`config.mk`:
```
export PLATFORM = sky130hd
export DESIGN_NAME = foc_cascaded_pi_step
export DESIGN_NICKNAME = d
export VERILOG_FILES = /design/src/rtl/fcpi_pkg.sv /design/src/rtl/fcpi_mul.sv /design/src/rtl/foc_cascaded_pi_step.sv
export SDC_FILE = /design/constraint.sdc
export NUM_CORES = 2
export LEC_CHECK = 0
export BUFFER_PORTS_ARGS = -buffer_cell sky130_fd_sc_hd__clkbuf_2
export CAP_MARGIN = 10
export CORE_ASPECT_RATIO = 1.4
export CORE_UTILIZATION = 47
export DETAILED_ROUTE_END_ITERATION = 8
export PLACE_DENSITY = 0.71
export SLEW_MARGIN = 20
export SYNTH_ARGS = -nofsm -noshare
export SYNTH_HDL_FRONTEND = slang
export SYNTH_SLANG_ARGS = --single-unit
```
`constraint.sdc`:
```
create_clock -name clk_i -period 12.6 [get_ports clk_i]
set_input_delay 0.63 -clock clk_i [delete_from_list [all_inputs] [get_ports clk_i]]
set_output_delay 0.63 -clock clk_i [all_outputs]
set_load 0.005 [all_outputs]
```
`src/rtl/fcpi_pkg.sv`:
```
package fcpi_pkg;

  // Fixed behaviour of the controller.
  localparam int unsigned POLE_PAIRS      = 7;
  localparam int unsigned FILTER_SHIFT    = 3;
  localparam int unsigned STALL_TICKS     = 10000;
  localparam int unsigned SLEW_STEP       = 256;
  localparam int unsigned IQ_LIMIT        = 16384;
  localparam int unsigned SINE_TABLE_BITS = 10;

  // Shared multiplier: signed 33 x signed 18.
  localparam int unsigned MUL_A_W = 33;
  localparam int unsigned MUL_B_W = 18;
  localparam int unsigned MUL_P_W = MUL_A_W + MUL_B_W;

  localparam int unsigned IN_DATA_W  = 120;
  localparam int unsigned IN_USED_W  = 114;
  localparam int unsigned OUT_DATA_W = 80;

  localparam logic [0:0] OP_CURRENT = 1'b0;
  localparam logic [0:0] OP_TICK    = 1'b1;

  localparam logic [1:0] GRP_VELOCITY = 2'd1;
  localparam logic [1:0] GRP_ANGLE    = 2'd2;

  typedef enum logic [2:0] {
    REG_CONTROL_MODE   = 3'd0,
    REG_VEL_KP         = 3'd1,
    REG_VEL_KI         = 3'd2,
    REG_POS_KP         = 3'd3,
    REG_CUR_KP         = 3'd4,
    REG_CUR_KI         = 3'd5,
    REG_VOLTAGE_LIMIT  = 3'd6,
    REG_VELOCITY_LIMIT = 3'd7
  } cfg_reg_e;

  typedef enum logic [4:0] {
    ST_IDLE,
    ST_CLK0, ST_CLK1, ST_CLK2,
    ST_SIN_INIT, ST_SIN_M0, ST_SIN_M1, ST_SIN_M2, ST_SIN_M3, ST_SIN_M4, ST_SIN_M5,
    ST_PARK0, ST_PARK1, ST_PARK2, ST_PARK3, ST_PARK4,
    ST_T_ANGLE, ST_T_FILT, ST_T_ELEC, ST_T_VEL, ST_T_CUR,
    ST_PI_P, ST_PI_I, ST_PI_A, ST_PI_O,
    ST_T_SLEW, ST_T_STALL, ST_DONE
  } state_e;

  typedef enum logic [1:0] {
    PI_POS,
    PI_VEL,
    PI_CUR
  } pi_sel_e;

  typedef struct packed {
    logic signed [MUL_A_W-1:0] a;
    logic signed [MUL_B_W-1:0] b;
  } mul_req_t;

  function automatic logic signed [31:0] sat32(input logic signed [43:0] x);
    logic signed [31:0] r;
    if (x > 44'sh0_7FFF_FFFF) r = 32'sh7FFF_FFFF;
    else if (x < -44'sh0_8000_0000) r = 32'sh8000_0000;
    else r = x[31:0];
    return r;
  endfunction

  function automatic logic signed [15:0] sat16(input logic signed [33:0] x);
    logic signed [15:0] r;
    if (x > 34'sd32767) r = 16'sh7FFF;
    else if (x < -34'sd32768) r = 16'sh8000;
    else r = x[15:0];
    return r;
  endfunction

  // Symmetric clamp; a zero limit leaves the value alone.
  function automatic logic signed [31:0] clamp_lim(input logic signed [31:0] x,
                                                   input logic [14:0] lim);
    logic signed [31:0] l;
    logic signed [31:0] r;
    l = $signed({17'd0, lim});
    r = x;
    if (lim != 15'd0) begin
      if (x > l) r = l;
      else if (x < -l) r = -l;
    end
    return r;
  endfunction

  // Division by two rounding toward zero.
  function automatic logic signed [31:0] halve32(input logic signed [31:0] x);
    logic [32:0] t;
    t = {x[31], x} + {32'd0, x[31]};
    return t[32:1];
  endfunction

  function automatic logic signed [15:0] halve16(input logic signed [15:0] x);
    logic [16:0] t;
    t = {x[15], x} + {16'd0, x[15]};
    return t[16:1];
  endfunction

endpackage

```
`src/rtl/fcpi_mul.sv`:
```
module fcpi_mul
  import fcpi_pkg::*;
(
  input  logic                        clk_i,
  input  mul_req_t                    req_i,
  output logic signed [MUL_P_W-1:0]   prod_o
);

  logic signed [MUL_P_W-1:0] prod_q;

  always_ff @(posedge clk_i) begin
    prod_q <= req_i.a * req_i.b;
  end

  assign prod_o = prod_q;

endmodule

```
`src/rtl/foc_cascaded_pi_step.sv`:
```
// Channel   Direction  Payload
// s_axis    in         tuser: op; tdata: angle_raw, angle_ok, velocity_in, velocity_ok,
//                      target, phase_a, phase_b, phase_c
// m_axis    out        tdata: voltage_q, elec_angle, velocity_out, current_d, current_q;
//                      tuser: stall_event
// cfg       in         cfg_index_i selects the register, cfg_data_i is written
//
// The length of a control tick depends on the mode and on whether a current sample
// has been taken. The pace is set by the single shared multiplier: each dependent
// step waits for the registered result of the product before it.
// The input is ready only in the idle state; a finished item waits in its last state
// until the output register is free, so a receiver stall holds up the sequence.
// Reset clears all controller state and loads the register defaults.
module foc_cascaded_pi_step
  import fcpi_pkg::*;
(
  input  logic                  clk_i,
  input  logic                  rst_ni,
  input  logic                  s_axis_tvalid,
  output logic                  s_axis_tready,
  // [15:0] angle_raw, [16] angle_ok, [32:17] velocity_in, [33] velocity_ok,
  // [65:34] target, [81:66] phase_a, [97:82] phase_b, [113:98] phase_c
  input  logic [IN_DATA_W-1:0]  s_axis_tdata,
  // [0] op
  input  logic [0:0]            s_axis_tuser,
  output logic                  m_axis_tvalid,
  input  logic                  m_axis_tready,
  // [15:0] voltage_q, [31:16] elec_angle, [47:32] velocity_out,
  // [63:48] current_d, [79:64] current_q
  output logic [OUT_DATA_W-1:0] m_axis_tdata,
  // [0] stall_event
  output logic [0:0]            m_axis_tuser,
  input  logic                  cfg_valid_i,
  output logic                  cfg_ready_o,
  input  logic [2:0]            cfg_index_i,
  input  logic [15:0]           cfg_data_i
);

  localparam logic [15:0] SINE_MASK = 16'(~((1 << (16 - SINE_TABLE_BITS)) - 1));
  localparam logic signed [16:0] SLEW_MAX = 17'(SLEW_STEP);

  state_e  state_q, state_d;
  pi_sel_e pi_sel_q, pi_sel_d;

  // Configuration.
  logic [2:0]  mode_q, mode_d;
  logic [15:0] vel_kp_q, vel_kp_d, vel_ki_q, vel_ki_d, pos_kp_q, pos_kp_d;
  logic [15:0] cur_kp_q, cur_kp_d, cur_ki_q, cur_ki_d;
  logic [14:0] vlim_q, vlim_d, vellim_q, vellim_d;

  // Controller state.
  logic               seen_q, seen_d, cur_valid_q, cur_valid_d;
  logic [15:0]        prev_q, prev_d, elec_q, elec_d, stall_cnt_q, stall_cnt_d;
  logic [31:0]        unwr_q, unwr_d;
  logic signed [16:0] delta_q, delta_d;
  logic signed [31:0] filt_q, filt_d, vel_int_q, vel_int_d, cur_int_q, cur_int_d;
  logic signed [15:0] meas_d_q, meas_d_d, meas_q_q, meas_q_d, slewed_q, slewed_d;

  // Output register.
  logic                  out_valid_q, out_valid_d;
  logic [OUT_DATA_W-1:0] out_data_q, out_data_d;
  logic                  out_stall_q, out_stall_d;

  // Working registers of the sequence.
  logic [IN_USED_W-1:0] dat_q, dat_d;
  logic                 stall_q, stall_d, neg_q, neg_d, cos_pass_q, cos_pass_d;
  logic signed [16:0]   alpha_q, alpha_d, beta_q, beta_d;
  logic [15:0]          z_q, z_d, z2_q, z2_d;
  logic signed [15:0]   sin_q, sin_d, cos_q, cos_d;
  logic signed [33:0]   acc_q, acc_d;
  logic signed [32:0]   err_q, err_d;
  logic signed [42:0]   p_q, p_d;
  logic signed [31:0]   ni_q, ni_d, res_q, res_d;

  mul_req_t                  mul_req;
  logic signed [MUL_P_W-1:0] prod;

  fcpi_mul u_mul (
    .clk_i  (clk_i),
    .req_i  (mul_req),
    .prod_o (prod)
  );

  // Fields of the held item.
  logic [15:0]        raw, vin, pa, pb, pc;
  logic               angle_ok, vel_ok;
  logic signed [31:0] tgt;

  assign raw      = dat_q[15:0];
  assign angle_ok = dat_q[16];
  assign vin      = dat_q[32:17];
  assign vel_ok   = dat_q[33];
  assign tgt      = dat_q[65:34];
  assign pa       = dat_q[81:66];
  assign pb       = dat_q[97:82];
  assign pc       = dat_q[113:98];

  // Clarke inputs.
  logic [17:0] clk_x;
  logic [16:0] clk_bc;
  assign clk_x  = {pa[15], pa, 1'b0} - {{2{pb[15]}}, pb} - {{2{pc[15]}}, pc};
  assign clk_bc = {pb[15], pb} - {pc[15], pc};

  // Angle unwrap.
  logic signed [17:0] ang_raw_diff, ang_diff;
  assign ang_raw_diff = $signed({2'b00, raw}) - $signed({2'b00, prev_q});
  assign ang_diff = (ang_raw_diff > 18'sd32768)  ? ang_raw_diff - 18'sd65536 :
                    (ang_raw_diff < -18'sd32768) ? ang_raw_diff + 18'sd65536 :
                                                    ang_raw_diff;

  // Velocity filter.
  logic signed [16:0] vel_sel;
  logic signed [33:0] filt_diff, filt_step;
  logic               filt_en;
  assign vel_sel   = vel_ok ? $signed({vin[15], vin}) : delta_q;
  assign filt_en   = vel_ok || seen_q;
  assign filt_diff = $signed({{17{vel_sel[16]}}, vel_sel}) - $signed({{2{filt_q[31]}}, filt_q});
  assign filt_step = filt_diff >>> FILTER_SHIFT;

  // Quarter-wave sine set-up and product slices.
  logic [15:0] trig_p, prod_sh15;
  logic [14:0] trig_r, sine_mag;
  logic signed [15:0] sine_val;
  assign trig_p    = (elec_q & SINE_MASK) + (cos_pass_q ? 16'h4000 : 16'h0000);
  assign trig_r    = trig_p[14] ? 15'd16384 - {1'b0, trig_p[13:0]} : {1'b0, trig_p[13:0]};
  assign prod_sh15 = prod[30:15];
  assign sine_mag  = prod_sh15[15] ? 15'h7FFF : prod_sh15[14:0];
  assign sine_val  = neg_q ? -$signed({1'b0, sine_mag}) : $signed({1'b0, sine_mag});

  logic signed [33:0] park_sum, park_diff;
  assign park_sum  = acc_q + prod[33:0];
  assign park_diff = acc_q - prod[33:0];

  // PI stage shared by all three loops.
  logic signed [31:0] pi_integ, pi_lim_s;
  logic [14:0]        pi_lim;
  logic [15:0]        pi_kp, pi_ki;
  logic signed [42:0] ki_term;
  logic               pi_block;
  logic signed [31:0] pi_ni, pi_out;

  always_comb begin
    case (pi_sel_q)
      PI_POS: begin
        pi_integ = 32'sd0;
        pi_lim   = vellim_q;
        pi_kp    = pos_kp_q;
        pi_ki    = 16'd0;
      end
      PI_VEL: begin
        pi_integ = vel_int_q;
        pi_lim   = vlim_q;
        pi_kp    = vel_kp_q;
        pi_ki    = vel_ki_q;
      end
      PI_CUR: begin
        pi_integ = cur_int_q;
        pi_lim   = vlim_q;
        pi_kp    = cur_kp_q;
        pi_ki    = cur_ki_q;
      end
      default: begin
        pi_integ = 32'sd0;
        pi_lim   = 15'd0;
        pi_kp    = 16'd0;
        pi_ki    = 16'd0;
      end
    endcase
  end

  assign pi_lim_s = $signed({17'd0, pi_lim});
  assign ki_term  = prod[50:8];
  // Integration halts while the integral sits at the limit and the error pushes outward.
  assign pi_block = (pi_lim != 15'd0) &&
                    (((pi_integ >= pi_lim_s) && (err_q > 33'sd0)) ||
                     ((pi_integ <= -pi_lim_s) && (err_q < 33'sd0)));
  assign pi_ni  = clamp_lim(pi_block ? pi_integ :
                    sat32($signed({{12{pi_integ[31]}}, pi_integ}) +
                          $signed({ki_term[42], ki_term})), pi_lim);
  assign pi_out = clamp_lim(sat32($signed({p_q[42], p_q}) +
                                  $signed({{12{ni_q[31]}}, ni_q})), pi_lim);

  // Loop errors.
  logic signed [31:0] vt, iq;
  logic signed [32:0] pos_err, vel_err, cur_err;
  assign vt      = clamp_lim(res_q, vellim_q);
  assign iq      = clamp_lim(res_q, 15'(IQ_LIMIT));
  assign pos_err = $signed({tgt[31], tgt}) - $signed({unwr_q[31], unwr_q});
  assign vel_err = $signed({vt[31], vt}) - $signed({filt_q[31], filt_q});
  assign cur_err = $signed({iq[31], iq}) - $signed({{17{meas_q_q[15]}}, meas_q_q});

  // Voltage clamp and slew.
  logic [14:0]        ulim;
  logic signed [31:0] uq;
  logic signed [16:0] slew_raw, slew_step;
  assign ulim      = (vlim_q != 15'd0) ? vlim_q : 15'h7FFF;
  assign uq        = clamp_lim(res_q, ulim);
  assign slew_raw  = $signed(uq[16:0]) - $signed({slewed_q[15], slewed_q});
  assign slew_step = (slew_raw > SLEW_MAX)  ? SLEW_MAX :
                     (slew_raw < -SLEW_MAX) ? -SLEW_MAX : slew_raw;

  // Stall detection.
  logic [15:0] av;
  logic [31:0] fv;
  logic [20:0] av20;
  logic [19:0] vl17;
  logic [36:0] fv20;
  logic        stall_cond;
  logic [15:0] stall_inc;
  assign av         = slewed_q[15] ? 16'(-slewed_q) : slewed_q;
  assign fv         = filt_q[31] ? 32'(-filt_q) : filt_q;
  assign av20       = {5'd0, av} * 21'd20;
  assign vl17       = {5'd0, vlim_q} * 20'd17;
  assign fv20       = {5'd0, fv} * 37'd20;
  assign stall_cond = (av20 > {1'b0, vl17}) && (fv20 < {22'd0, vellim_q});
  assign stall_inc  = stall_cnt_q + 16'd1;

  assign s_axis_tready = (state_q == ST_IDLE);
  assign cfg_ready_o   = 1'b1;
  assign m_axis_tvalid = out_valid_q;
  assign m_axis_tdata  = out_data_q;
  assign m_axis_tuser  = out_stall_q;

  always_comb begin
    state_d     = state_q;
    pi_sel_d    = pi_sel_q;
    mode_d      = mode_q;
    vel_kp_d    = vel_kp_q;
    vel_ki_d    = vel_ki_q;
    pos_kp_d    = pos_kp_q;
    cur_kp_d    = cur_kp_q;
    cur_ki_d    = cur_ki_q;
    vlim_d      = vlim_q;
    vellim_d    = vellim_q;
    seen_d      = seen_q;
    cur_valid_d = cur_valid_q;
    prev_d      = prev_q;
    elec_d      = elec_q;
    stall_cnt_d = stall_cnt_q;
    unwr_d      = unwr_q;
    delta_d     = delta_q;
    filt_d      = filt_q;
    vel_int_d   = vel_int_q;
    cur_int_d   = cur_int_q;
    meas_d_d    = meas_d_q;
    meas_q_d    = meas_q_q;
    slewed_d    = slewed_q;
    out_valid_d = out_valid_q && !m_axis_tready;
    out_data_d  = out_data_q;
    out_stall_d = out_stall_q;
    dat_d       = dat_q;
    stall_d     = stall_q;
    neg_d       = neg_q;
    cos_pass_d  = cos_pass_q;
    alpha_d     = alpha_q;
    beta_d      = beta_q;
    z_d         = z_q;
    z2_d        = z2_q;
    sin_d       = sin_q;
    cos_d       = cos_q;
    acc_d       = acc_q;
    err_d       = err_q;
    p_d         = p_q;
    ni_d        = ni_q;
    res_d       = res_q;
    mul_req     = '0;

    case (state_q)
      ST_IDLE: begin
        if (s_axis_tvalid) begin
          dat_d   = s_axis_tdata[IN_USED_W-1:0];
          stall_d = 1'b0;
          state_d = (s_axis_tuser == OP_TICK) ? ST_T_ANGLE : ST_CLK0;
        end
      end
      ST_CLK0: begin
        mul_req.a = {{15{clk_x[17]}}, clk_x};
        mul_req.b = 18'sd21845;
        state_d   = ST_CLK1;
      end
      ST_CLK1: begin
        alpha_d   = prod[32:16];
        mul_req.a = {{16{clk_bc[16]}}, clk_bc};
        mul_req.b = 18'sd25225;
        state_d   = ST_CLK2;
      end
      ST_CLK2: begin
        beta_d     = prod[32:16];
        cos_pass_d = 1'b0;
        state_d    = ST_SIN_INIT;
      end
      ST_SIN_INIT: begin
        z_d     = {trig_r, 1'b0};
        neg_d   = trig_p[15];
        state_d = ST_SIN_M0;
      end
      ST_SIN_M0: begin
        mul_req.a = {17'd0, z_q};
        mul_req.b = {2'd0, z_q};
        state_d   = ST_SIN_M1;
      end
      ST_SIN_M1: begin
        z2_d      = prod_sh15;
        mul_req.a = {17'd0, prod_sh15};
        mul_req.b = 18'sd153;
        state_d   = ST_SIN_M2;
      end
      ST_SIN_M2: begin
        mul_req.a = {17'd0, 16'd2611 - prod_sh15};
        mul_req.b = {2'd0, z2_q};
        state_d   = ST_SIN_M3;
      end
      ST_SIN_M3: begin
        mul_req.a = {17'd0, 16'd21167 - prod_sh15};
        mul_req.b = {2'd0, z2_q};
        state_d   = ST_SIN_M4;
      end
      ST_SIN_M4: begin
        mul_req.a = {17'd0, 16'd51472 - prod_sh15};
        mul_req.b = {2'd0, z_q};
        state_d   = ST_SIN_M5;
      end
      ST_SIN_M5: begin
        if (!cos_pass_q) begin
          sin_d      = sine_val;
          cos_pass_d = 1'b1;
          state_d    = ST_SIN_INIT;
        end else begin
          cos_d   = sine_val;
          state_d = ST_PARK0;
        end
      end
      ST_PARK0: begin
        mul_req.a = {{16{alpha_q[16]}}, alpha_q};
        mul_req.b = {{2{cos_q[15]}}, cos_q};
        state_d   = ST_PARK1;
      end
      ST_PARK1: begin
        acc_d     = prod[33:0];
        mul_req.a = {{16{beta_q[16]}}, beta_q};
        mul_req.b = {{2{sin_q[15]}}, sin_q};
        state_d   = ST_PARK2;
      end
      ST_PARK2: begin
        meas_d_d  = sat16(park_sum >>> 15);
        mul_req.a = {{16{beta_q[16]}}, beta_q};
        mul_req.b = {{2{cos_q[15]}}, cos_q};
        state_d   = ST_PARK3;
      end
      ST_PARK3: begin
        acc_d     = prod[33:0];
        mul_req.a = {{16{alpha_q[16]}}, alpha_q};
        mul_req.b = {{2{sin_q[15]}}, sin_q};
        state_d   = ST_PARK4;
      end
      ST_PARK4: begin
        meas_q_d    = sat16(park_diff >>> 15);
        cur_valid_d = 1'b1;
        state_d     = ST_DONE;
      end
      ST_T_ANGLE: begin
        if (angle_ok) begin
          if (!seen_q) begin
            seen_d  = 1'b1;
            unwr_d  = {16'd0, raw};
            delta_d = 17'sd0;
          end else begin
            unwr_d  = unwr_q + {{15{ang_diff[16]}}, ang_diff[16:0]};
            delta_d = ang_diff[16:0];
          end
          prev_d = raw;
        end
        state_d = ST_T_FILT;
      end
      ST_T_FILT: begin
        if (filt_en) begin
          filt_d = filt_q + filt_step[31:0];
        end
        mul_req.a = {17'd0, unwr_q[15:0]};
        mul_req.b = 18'(POLE_PAIRS);
        state_d   = ST_T_ELEC;
      end
      ST_T_ELEC: begin
        elec_d = prod[15:0];
        res_d  = tgt;
        case (mode_q[2:1])
          GRP_ANGLE: begin
            err_d    = pos_err;
            pi_sel_d = PI_POS;
            state_d  = ST_PI_P;
          end
          GRP_VELOCITY: state_d = ST_T_VEL;
          default:      state_d = ST_T_CUR;
        endcase
      end
      ST_T_VEL: begin
        err_d    = vel_err;
        pi_sel_d = PI_VEL;
        state_d  = ST_PI_P;
      end
      ST_T_CUR: begin
        if (mode_q[0]) begin
          if (cur_valid_q) begin
            err_d    = cur_err;
            pi_sel_d = PI_CUR;
            state_d  = ST_PI_P;
          end else begin
            res_d   = iq;
            state_d = ST_T_SLEW;
          end
        end else begin
          state_d = ST_T_SLEW;
        end
      end
      ST_PI_P: begin
        mul_req.a = err_q;
        mul_req.b = {2'd0, pi_kp};
        state_d   = ST_PI_I;
      end
      ST_PI_I: begin
        p_d       = prod[50:8];
        mul_req.a = err_q;
        mul_req.b = {2'd0, pi_ki};
        state_d   = ST_PI_A;
      end
      ST_PI_A: begin
        ni_d = pi_ni;
        if (pi_sel_q == PI_VEL) vel_int_d = pi_ni;
        if (pi_sel_q == PI_CUR) cur_int_d = pi_ni;
        state_d = ST_PI_O;
      end
      ST_PI_O: begin
        res_d = pi_out;
        case (pi_sel_q)
          PI_POS:  state_d = ST_T_VEL;
          PI_VEL:  state_d = ST_T_CUR;
          default: state_d = ST_T_SLEW;
        endcase
      end
      ST_T_SLEW: begin
        slewed_d = slewed_q + slew_step[15:0];
        state_d  = ST_T_STALL;
      end
      ST_T_STALL: begin
        if (vlim_q == 15'd0 || !stall_cond) begin
          stall_cnt_d = 16'd0;
        end else if (stall_inc >= 16'(STALL_TICKS)) begin
          // Timeout: back the integrators and the voltage off by half.
          vel_int_d   = halve32(vel_int_q);
          cur_int_d   = halve32(cur_int_q);
          slewed_d    = halve16(slewed_q);
          stall_cnt_d = 16'd0;
          stall_d     = 1'b1;
        end else begin
          stall_cnt_d = stall_inc;
        end
        state_d = ST_DONE;
      end
      ST_DONE: begin
        if (!out_valid_q || m_axis_tready) begin
          out_valid_d = 1'b1;
          out_data_d  = {meas_q_q, meas_d_q, sat16({{2{filt_q[31]}}, filt_q}),
                         elec_q, slewed_q};
          out_stall_d = stall_q;
          state_d     = ST_IDLE;
        end
      end
      default: state_d = ST_IDLE;
    endcase

    if (cfg_valid_i) begin
      case (cfg_reg_e'(cfg_index_i))
        REG_CONTROL_MODE: mode_d = cfg_data_i[2:0];
        REG_VEL_KP: begin
          vel_kp_d  = cfg_data_i;
          vel_int_d = 32'sd0;
        end
        REG_VEL_KI: begin
          vel_ki_d  = cfg_data_i;
          vel_int_d = 32'sd0;
        end
        REG_POS_KP: pos_kp_d = cfg_data_i;
        REG_CUR_KP: begin
          cur_kp_d  = cfg_data_i;
          cur_int_d = 32'sd0;
        end
        REG_CUR_KI: begin
          cur_ki_d  = cfg_data_i;
          cur_int_d = 32'sd0;
        end
        REG_VOLTAGE_LIMIT:  vlim_d   = cfg_data_i[14:0];
        REG_VELOCITY_LIMIT: vellim_d = cfg_data_i[14:0];
        default: ;
      endcase
    end
  end

  always_ff @(posedge clk_i or negedge rst_ni) begin
    if (!rst_ni) begin
      state_q     <= ST_IDLE;
      pi_sel_q    <= PI_POS;
      mode_q      <= 3'd0;
      vel_kp_q    <= 16'd77;
      vel_ki_q    <= 16'd256;
      pos_kp_q    <= 16'd1280;
      cur_kp_q    <= 16'd256;
      cur_ki_q    <= 16'd0;
      vlim_q      <= 15'h7FFF;
      vellim_q    <= 15'd0;
      seen_q      <= 1'b0;
      cur_valid_q <= 1'b0;
      prev_q      <= 16'd0;
      elec_q      <= 16'd0;
      stall_cnt_q <= 16'd0;
      unwr_q      <= 32'd0;
      delta_q     <= 17'sd0;
      filt_q      <= 32'sd0;
      vel_int_q   <= 32'sd0;
      cur_int_q   <= 32'sd0;
      meas_d_q    <= 16'sd0;
      meas_q_q    <= 16'sd0;
      slewed_q    <= 16'sd0;
      out_valid_q <= 1'b0;
      stall_q     <= 1'b0;
      cos_pass_q  <= 1'b0;
    end else begin
      state_q     <= state_d;
      pi_sel_q    <= pi_sel_d;
      mode_q      <= mode_d;
      vel_kp_q    <= vel_kp_d;
      vel_ki_q    <= vel_ki_d;
      pos_kp_q    <= pos_kp_d;
      cur_kp_q    <= cur_kp_d;
      cur_ki_q    <= cur_ki_d;
      vlim_q      <= vlim_d;
      vellim_q    <= vellim_d;
      seen_q      <= seen_d;
      cur_valid_q <= cur_valid_d;
      prev_q      <= prev_d;
      elec_q      <= elec_d;
      stall_cnt_q <= stall_cnt_d;
      unwr_q      <= unwr_d;
      delta_q     <= delta_d;
      filt_q      <= filt_d;
      vel_int_q   <= vel_int_d;
      cur_int_q   <= cur_int_d;
      meas_d_q    <= meas_d_d;
      meas_q_q    <= meas_q_d;
      slewed_q    <= slewed_d;
      out_valid_q <= out_valid_d;
      stall_q     <= stall_d;
      cos_pass_q  <= cos_pass_d;
    end
  end

  always_ff @(posedge clk_i) begin
    out_data_q  <= out_data_d;
    out_stall_q <= out_stall_d;
    dat_q       <= dat_d;
    neg_q       <= neg_d;
    alpha_q     <= alpha_d;
    beta_q      <= beta_d;
    z_q         <= z_d;
    z2_q        <= z2_d;
    sin_q       <= sin_d;
    cos_q       <= cos_d;
    acc_q       <= acc_d;
    err_q       <= err_d;
    p_q         <= p_d;
    ni_q        <= ni_d;
    res_q       <= res_d;
  end

  // An accepted item always starts the sequence.
  a_accept_busy: assert property (@(posedge clk_i) disable iff (!rst_ni)
    s_axis_tvalid && s_axis_tready |=> state_q != ST_IDLE)
    else $error("item accepted but sequencer stayed idle");

  a_stall_cnt_range: assert property (@(posedge clk_i) disable iff (!rst_ni)
    stall_cnt_q < 16'(STALL_TICKS))
    else $error("stall counter passed its timeout");

  a_slew_range: assert property (@(posedge clk_i) disable iff (!rst_ni)
    slewed_q != 16'sh8000)
    else $error("slewed voltage left the symmetric range");

  a_stall_needs_limit: assert property (@(posedge clk_i) disable iff (!rst_ni)
    state_q == ST_T_STALL && stall_d |-> vlim_q != 15'd0)
    else $error("stall fired with an unlimited voltage");

  a_done_loads: assert property (@(posedge clk_i) disable iff (!rst_ni)
    state_q == ST_DONE && (!out_valid_q || m_axis_tready) |=> out_valid_q)
    else $error("finished result not presented");

endmodule
```
After elaboration in Yosys (flattened, before gate mapping)
Index checks and enable logic that the tools add are counted.
{ "totals": {"reg_bits": 884, "inputBits": 145, "output_inout_bits": 84} }
{ "op_classes": {"add_sub_neg": 33, "multipliers": 4, "order_cmp": 31, "n_eq_ne": 46, "n_mux": 87, "n_bitwise": 1, "reduce_logical": 49} }
{ "op_table": {"columns": ["cell", "n"], "rows": [
  ["32-bit 2-to-1 mux", 30],
  ["51-bit one-hot mux with 14 select lines", 1],
  ["16-bit 2-to-1 mux", 13],
  ["32-bit one-hot mux with 2 select lines", 3],
  ["5-bit one-hot mux with 27 select lines", 1],
  ["32-bit by 16-bit greater-than comparator with 1-bit output", 4],
  ["32-bit less-than comparator", 4],
  ["17-bit 2-to-1 mux", 7],
  ["33-bit 2-to-1 mux", 3],
  ["33-bit one-hot mux with 3 select lines", 1],
  ["15-bit negation with 32-bit output", 3],
  ["32-bit one-hot mux with 3 select lines", 1],
  ["44-bit by 32-bit greater-than comparator with 1-bit output (second input constant)", 2],
  ["44-bit by 32-bit less-than comparator with 1-bit output (second input constant)", 2],
  ["32-bit by 2-bit adder with 33-bit output", 2],
  ["32-bit by 32-bit subtractor with 33-bit output", 2],
  ["32-bit adder", 2],
  ["32-bit by 16-bit greater-than comparator with 1-bit output (second input constant)", 2],
  ["16-bit one-hot mux with 2 select lines", 2],
  ["5-bit equality test (second input constant)", 12],
  ["15-bit nonzero test", 4],
  ["33-bit by 18-bit multiplier with 51-bit output", 1],
  ["16-bit one-hot mux with 3 select lines", 1],
  ["15-bit 2-to-1 mux", 3],
  ["75 further kinds", 145]
]} }

Longest topological paths before layout
{ "depth": {"ltp_word": 17, "ltp_mapped": 67, "mapped_depth_nobuf": 63} }

Cells and area by module
A second synthesis with hierarchy kept.
{ "hier_totals": {"cells_unflattened": 10086, "area_unflattened_um2": 90981.0} }
{ "by_module_without_submodules": {"columns": ["module", "n_inst", "cells_per_inst", "area_per_inst_um2", "seq_area_each_um2"], "rows": [
  ["foc_cascaded_pi_step", 1, 7729, 69621.8, 23030.8],
  ["fcpi_mul", 1, 2357, 21359.2, 1021.0]
]} }

Worst setup path before layout
Ideal clock, no wire load.
{ "synth_timing": {"kind": "flip-flop to flip-flop", "startpoint": "register vlim_q[4]", "endpoint": "register slewed_q[15]", "arrival_time_ns": 11.735, "slack_ns": 0.796, "path_stages_with_launch": 65, "synth_period_minus_slack_ns": 11.804, "cell_sequence": "dfstp_2 -> or4_1 -> nor4_1 -> and3_1 -> clkbuf_1 -> clkbuf_1 -> nor2_1 -> ha_1 -> nand2_1 -> nor3_1 -> nand3_1 -> or4_1 -> inv_1 -> nand2_1 -> inv_1 -> clkbuf_1 -> ha_1 -> a21o_1 -> (+29 left out) -> a21oi_1 -> ha_1 -> a21o_1 -> a21oi_1 -> o21ai_0 -> a21oi_1 -> o21ai_0 -> a21oi_1 -> o21ai_0 -> a21oi_1 -> o21ai_0 -> a21oi_1 -> o21ai_0 -> a21o_1 -> a21oi_1 -> xor2_1 -> or4_1 -> nand3_1"} }
{ "synth_between": {"elab_chain_len": 13} }
{ "synth_lines": {"columns": ["element", "line", "source"], "rows": [
  ["start: declaration", "foc_cascaded_pi_step.sv:49", "logic [14:0] vlim_q, vlim_d, vellim_q, vellim_d;"],
  ["start signal: assignment", "foc_cascaded_pi_step.sv:535", "vlim_q <= vlim_d;"],
  ["15-bit nonzero test", "foc_cascaded_pi_step.sv:196", "assign ulim = (vlim_q != 15'd0) ? vlim_q : 15'h7FFF;"],
  ["15-bit 2-to-1 mux", "foc_cascaded_pi_step.sv:196", null],
  ["15-bit negation with 32-bit output", "fcpi_pkg.sv:83", "else if (x < -l) r = -l;"],
  ["32-bit less-than comparator", "fcpi_pkg.sv:83", null],
  ["17-bit 2-to-1 mux", "fcpi_pkg.sv:83", null],
  ["17-bit 2-to-1 mux", "fcpi_pkg.sv:82", "if (x > l) r = l;"],
  ["17-bit 2-to-1 mux", "fcpi_pkg.sv:81", "if (lim != 15'd0) begin"],
  ["17-bit by 16-bit subtractor with 17-bit output", "foc_cascaded_pi_step.sv:198", "assign slew_raw = $signed(uq[16:0]) - $signed({slewed_q[15], slewed_q});"],
  ["17-bit by 9-bit less-than comparator with 1-bit output", "foc_cascaded_pi_step.sv:200", "(slew_raw < -SLEW_MAX) ? -SLEW_MAX : slew_raw;"],
  ["16-bit 2-to-1 mux", "foc_cascaded_pi_step.sv:200", null],
  ["16-bit 2-to-1 mux", "foc_cascaded_pi_step.sv:199", "assign slew_step = (slew_raw > SLEW_MAX) ? SLEW_MAX :"],
  ["16-bit adder", "foc_cascaded_pi_step.sv:441", "slewed_d = slewed_q + slew_step[15:0];"],
  ["16-bit one-hot mux with 2 select lines", "foc_cascaded_pi_step.sv:268", "case (state_q)"],
  ["end signal: assignment", "foc_cascaded_pi_step.sv:549", "slewed_q <= slewed_d;"],
  ["end: declaration", "foc_cascaded_pi_step.sv:57", "logic signed [15:0] meas_d_q, meas_d_d, meas_q_q, meas_q_d, slewed_q, slewed_d;"]
]} }
Several ways; a longest one is shown, not always the timed one.
A chain may end at the register's enable or synchronous reset.

Worst setup path in the final report
{ "layout_timing": {"startpoint": "register dat_q[100]", "endpoint": "register u_mul.prod_q[50] (netlist: u_mul.prod_o[50])"} }
{ "layout_between": {"elab_chain_len": 3} }
{ "layout_lines": {"columns": ["element", "line", "source"], "rows": [
  ["start: declaration", "foc_cascaded_pi_step.sv:65", "logic [IN_USED_W-1:0] dat_q, dat_d;"],
  ["start signal: assignment", "foc_cascaded_pi_step.sv:559", "dat_q <= dat_d;"],
  ["18-bit subtractor or 16-bit by 16-bit subtractor with 17-bit output (tied branches)", "foc_cascaded_pi_step.sv:101, foc_cascaded_pi_step.sv:102", null],
  ["51-bit one-hot mux with 14 select lines *", "foc_cascaded_pi_step.sv:268", null],
  ["33-bit by 18-bit multiplier with 51-bit output *", "fcpi_mul.sv:12", "prod_q <= req_i.a * req_i.b;"],
  ["end signal: assignment", "fcpi_mul.sv:12", null],
  ["end: declaration", "fcpi_mul.sv:9", "logic signed [MUL_P_W-1:0] prod_q;"]
]} }
Mark *: on every way between the ends. The rest lies on a longest branch, timed or not.

==> summary by stage <==
Floorplan
The initial utilization of the core area, before any placement, comes to 0.474. The floorplan has between 150 and 200 rows. The die is about 520 µm tall. The area of the core is slightly below 200000 µm². The count of pins on the block boundary is 229. From left edge to right edge, the die measures between 300 and 400 µm. The die covers just under 200000 µm².

Route
The per-cell via count in the routed design is 6.24. For this block, the routed nets add up to 333 mm of wire. The count of vias placed by the detailed router is between 80000 and 90000.

In the routed design, unresolved DRC markers number 0. The post-route antenna net violation count is 0. The detailed-router iteration count before antenna repair is 9. The per-cell routed wire length is ~26 µm. After the first detailed-routing iteration, the DRC count stood at ~8300.

Timing
The upper clock frequency limit is between 80 and 90 MHz. The total count of hold-check failures in the final report is 0. The number of pins exceeding their max-slew limit in the final report is 0. On the final layout, the worst clock skew is 103 ps. Headroom to the max-slew limit came out at 0.228. The total of endpoints with negative setup slack in the final report is 0. The slew at the pin closest to its max-slew limit is 1150 ps. The worst path needs 11920 ps of the cycle, external delays included.

The part of the cycle the worst path needs is 0.946.

Layout
Summing all multi-input logic gate instances after layout gives between 60000 and 70000 µm². After the last flow step, the layout net total stands at about 12000. Once layout is done, the placed cells without fillers occupy approximately 100000 µm². The number of standard cells in the final layout excluding fillers is 13035.

Relative to the synthesized area, the layout overhead comes to 10.6%. Of the cells placed in the final design, the portion with a size suffix greater than 1 is 0.0940. The register area is 24100 µm². After filler insertion, the fill cell instance count of the layout stands at between 15000 and 20000.

Run
Max-cap violations in this run came to 0.

Global route
The via count of the first global-routing pass came to 82243. Entering global routing, the biggest net connects approximately 140 pins. The residual overflow from global routing is 0. The overall global routing resource usage is 0.335.

The wire length of the first global-routing pass is between 400 and 500 mm. The number of antenna violations at the first check in global routing is 27.

Synthesis
The number of synthesized flops with an enable pin is around 460. The sequential share of the synthesized area is 0.264. The synthesized design contains just under 900 register bits.

After synthesis, the cell types taking the most area are edfxtp_1, fa_1, ha_1, dfrtp_1, inv_1. The cell type with the highest aggregate area in the netlist is edfxtp_1. Synthesis produced 10153 cells.

The fraction of registers with async set or reset after synthesis is 0.417. In this run the mean area of a mapped cell was 8.98 µm². The share of synthesized area in the top cell type comes to 0.152.

For this run, the leading register cell type out of synthesis is edfxtp_1. In this run, distinct cell masters in the synthesized netlist total 113. The count of yosys warnings during synthesis is 0. The mapped netlist covers 91100 µm².

Clock network
The clock root buffer is clkbuf_16. Clock tree synthesis inserted a total of 100 buffers. The TritonCTS clock tree is done. The clock reaches the later pin of the worst-skew pair after between 800 and 900 ps. The clock edge transition at the registers on the reported setup and hold paths is 70 ps. The number of levels in the clock H-tree is 3. The total clock sinks is 878.

The clock passes through at most 3 buffers.

Status
The run finished with clean final reports.

Critical path
The nature of the critical path startpoint is a flop. The master of the slowest instance on the critical path is fa_1. The stage delay of the slowest cell on the critical path is 560 ps.

The largest fanout of any net on the critical path is 25. The critical path in this run is classified as flop to flop. The kind of end point of the critical path is a flop. The critical path required time is around 13000 ps. The arrival time at the worst endpoint is between 10000 and 15000 ps. In this run the register-to-register setup slack is between 600 and 700 ps.

Place
The total of buffers placed on input and output ports is 221. Once placement finished, the instance area stood at 96100 µm². The global placer's final weighted congestion is 1.02. Including well taps, the total number of placed cells is 12725. The placed wire-length estimate after detailed placement is 262 mm.

Hold path
The path class of the tightest hold or removal check is input pin to flop.

Pwr
Power spread over the standard cell area amounts to ~290 nW/µm². The leakage power summed over all cells is 0.0447 µW. The worst ir drop on vdd is 0.251 mV.
[layout by cell type (no fill, tap or decap), types with 71 or more instances in the layout]
cell type	n
a22oi_1	138
a31oi_1	109
nand2b_1	136
a211oi_1	73
buf_4	260
nor2_1	592
xnor2_1	397
inv_1	1128
xor2_1	148
clkbuf_16	103
or3_1	71
dlygate4sd3_1	98
a21oi_1	595
clkbuf_2	220
o21ai_0	513
and3_1	87
dfrtp_1	343
edfxtp_1	461
nand3_1	225
nand4_1	100
nand2_1	1072
nor2b_1	118
a21o_1	200
mux2_2	143
fa_1	599
and2_1	101
o21a_1	159
ha_1	955
nor3_1	167
[power breakdown]
group          leakage [µW]  total, µW  internal [µW]  switching (µW)
clock network       0.00171       3150           1730            1430
logic                0.0339      21100           7990           13100
registers           0.00910       4770           3880             893
total                0.0447      29000          13600           15400
[layout make-up]
class / instances / share of cell area
Clock inverter: 67 / 0.00765
Clock buffer: 123 / 0.0271
Sequential cell: 878 / 0.239
Timing Repair Buffer: 584 / 0.0411
Inverter: 1134 / 0.0423
Antenna cell: 12 / 0.000298
Tap cell: 2496 / 0.0310
Multi-Input combinational cell: 7741 / 0.612
[worst paths after layout]
check                                 start                to  depth (start not counted)
setup / recovery                 dat_q[100]  u_mul.prod_o[50]                         42
hold / removal             s_axis_tdata[33]         dat_q[33]                          1
setup reg to reg                 dat_q[100]  u_mul.prod_o[50]                         42
hold reg to reg            u_mul.prod_o[41]           p_q[33]                          0
max in group asynchronous            rst_ni     cur_int_q[19]                          4
min in group asynchronous            rst_ni         prev_q[6]                          2
[state kept, by name (all words and copies together) (netlist names), 33 cells and up]
name / flops
err_q: 33
p_q: 43
u_mul.prod_o: 51
dat_q: 114
acc_q: 34
m_axis_tdata: 80
[layer usage]
layer / GRT usage / part of all wire
met1: 0.376 / 0.36
met2: 0.570 / 0.47
met3: 0.0534 / 0.080
met4: 0.264 / 0.091
met5: 0 / 0.00029
[synthesized netlist by cell type, types with 148 or more instances]
master,n
a21oi_1,598
edfxtp_1,461
clkbuf_1,366
a21o_1,200
nor2_1,599
xor2_1,148
xnor2_1,399
fa_1,599
ha_1,958
nand3_1,228
dfrtp_1,343
nor3_1,174
o21a_1,159
o21ai_0,520
inv_1,1130
nand2_1,1073
[cell families (layout without fill, tap and decap cells)]
logic type                 Yosys count  after routing  share of synthesized area
muxes                              176            176                     0.0213
adders and majority gates         1558           1558                      0.263
buffers and inverters             1542           1908                     0.0638
and+or+nand+nor                   2954           2954                      0.155
xor gates and xnor gates           547            547                     0.0526
DFF                                878            878                      0.264
other                                2             22                  0.0000824
AOI/OAI and AO/OA                 2496           2496                      0.180
[stage by stage]
| step | hold WS [ps] | TNS, ps | power (µW) | worst slack [ps] | utilization |
|---|---|---|---|---|---|
| 2_1_floorplan | 334 | 0 | 18800 | 796 | - |
| 3_3_place_gp | 430 | 0 | 24700 | 772 | 0.500 |
| 3_5_place_dp | 433 | 0 | 25200 | 524 | 0.500 |
| 4_1_cts | 0.189 | 0 | 28600 | 347 | 0.524 |
| 5_1_grt | 19.9 | -18.3 | 31200 | -18.3 | 0.524 |
| 6_report | 25.2 | 0 | 29000 | 680 | 0.525 |
[critical path: cells and delay by family (launching register included)]
kind	cells	cell delay [ps]
AOI/OAI and AO/OA	21	5250
xor gates and xnor gates	1	80
adders and majority gates	9	3820
buffers and inverters	7	1230
DFF	1	390
and+or+nand+nor	4	940
[repair_timing]
action	CTS	global route
buffers inserted	0	10
resized for setup	0	28
endpoints found under the setup margin	0	12
hold endpoints to repair	202	0
hold buffers	98	0
Note: power is estimated with default switching activity, not from simulation.
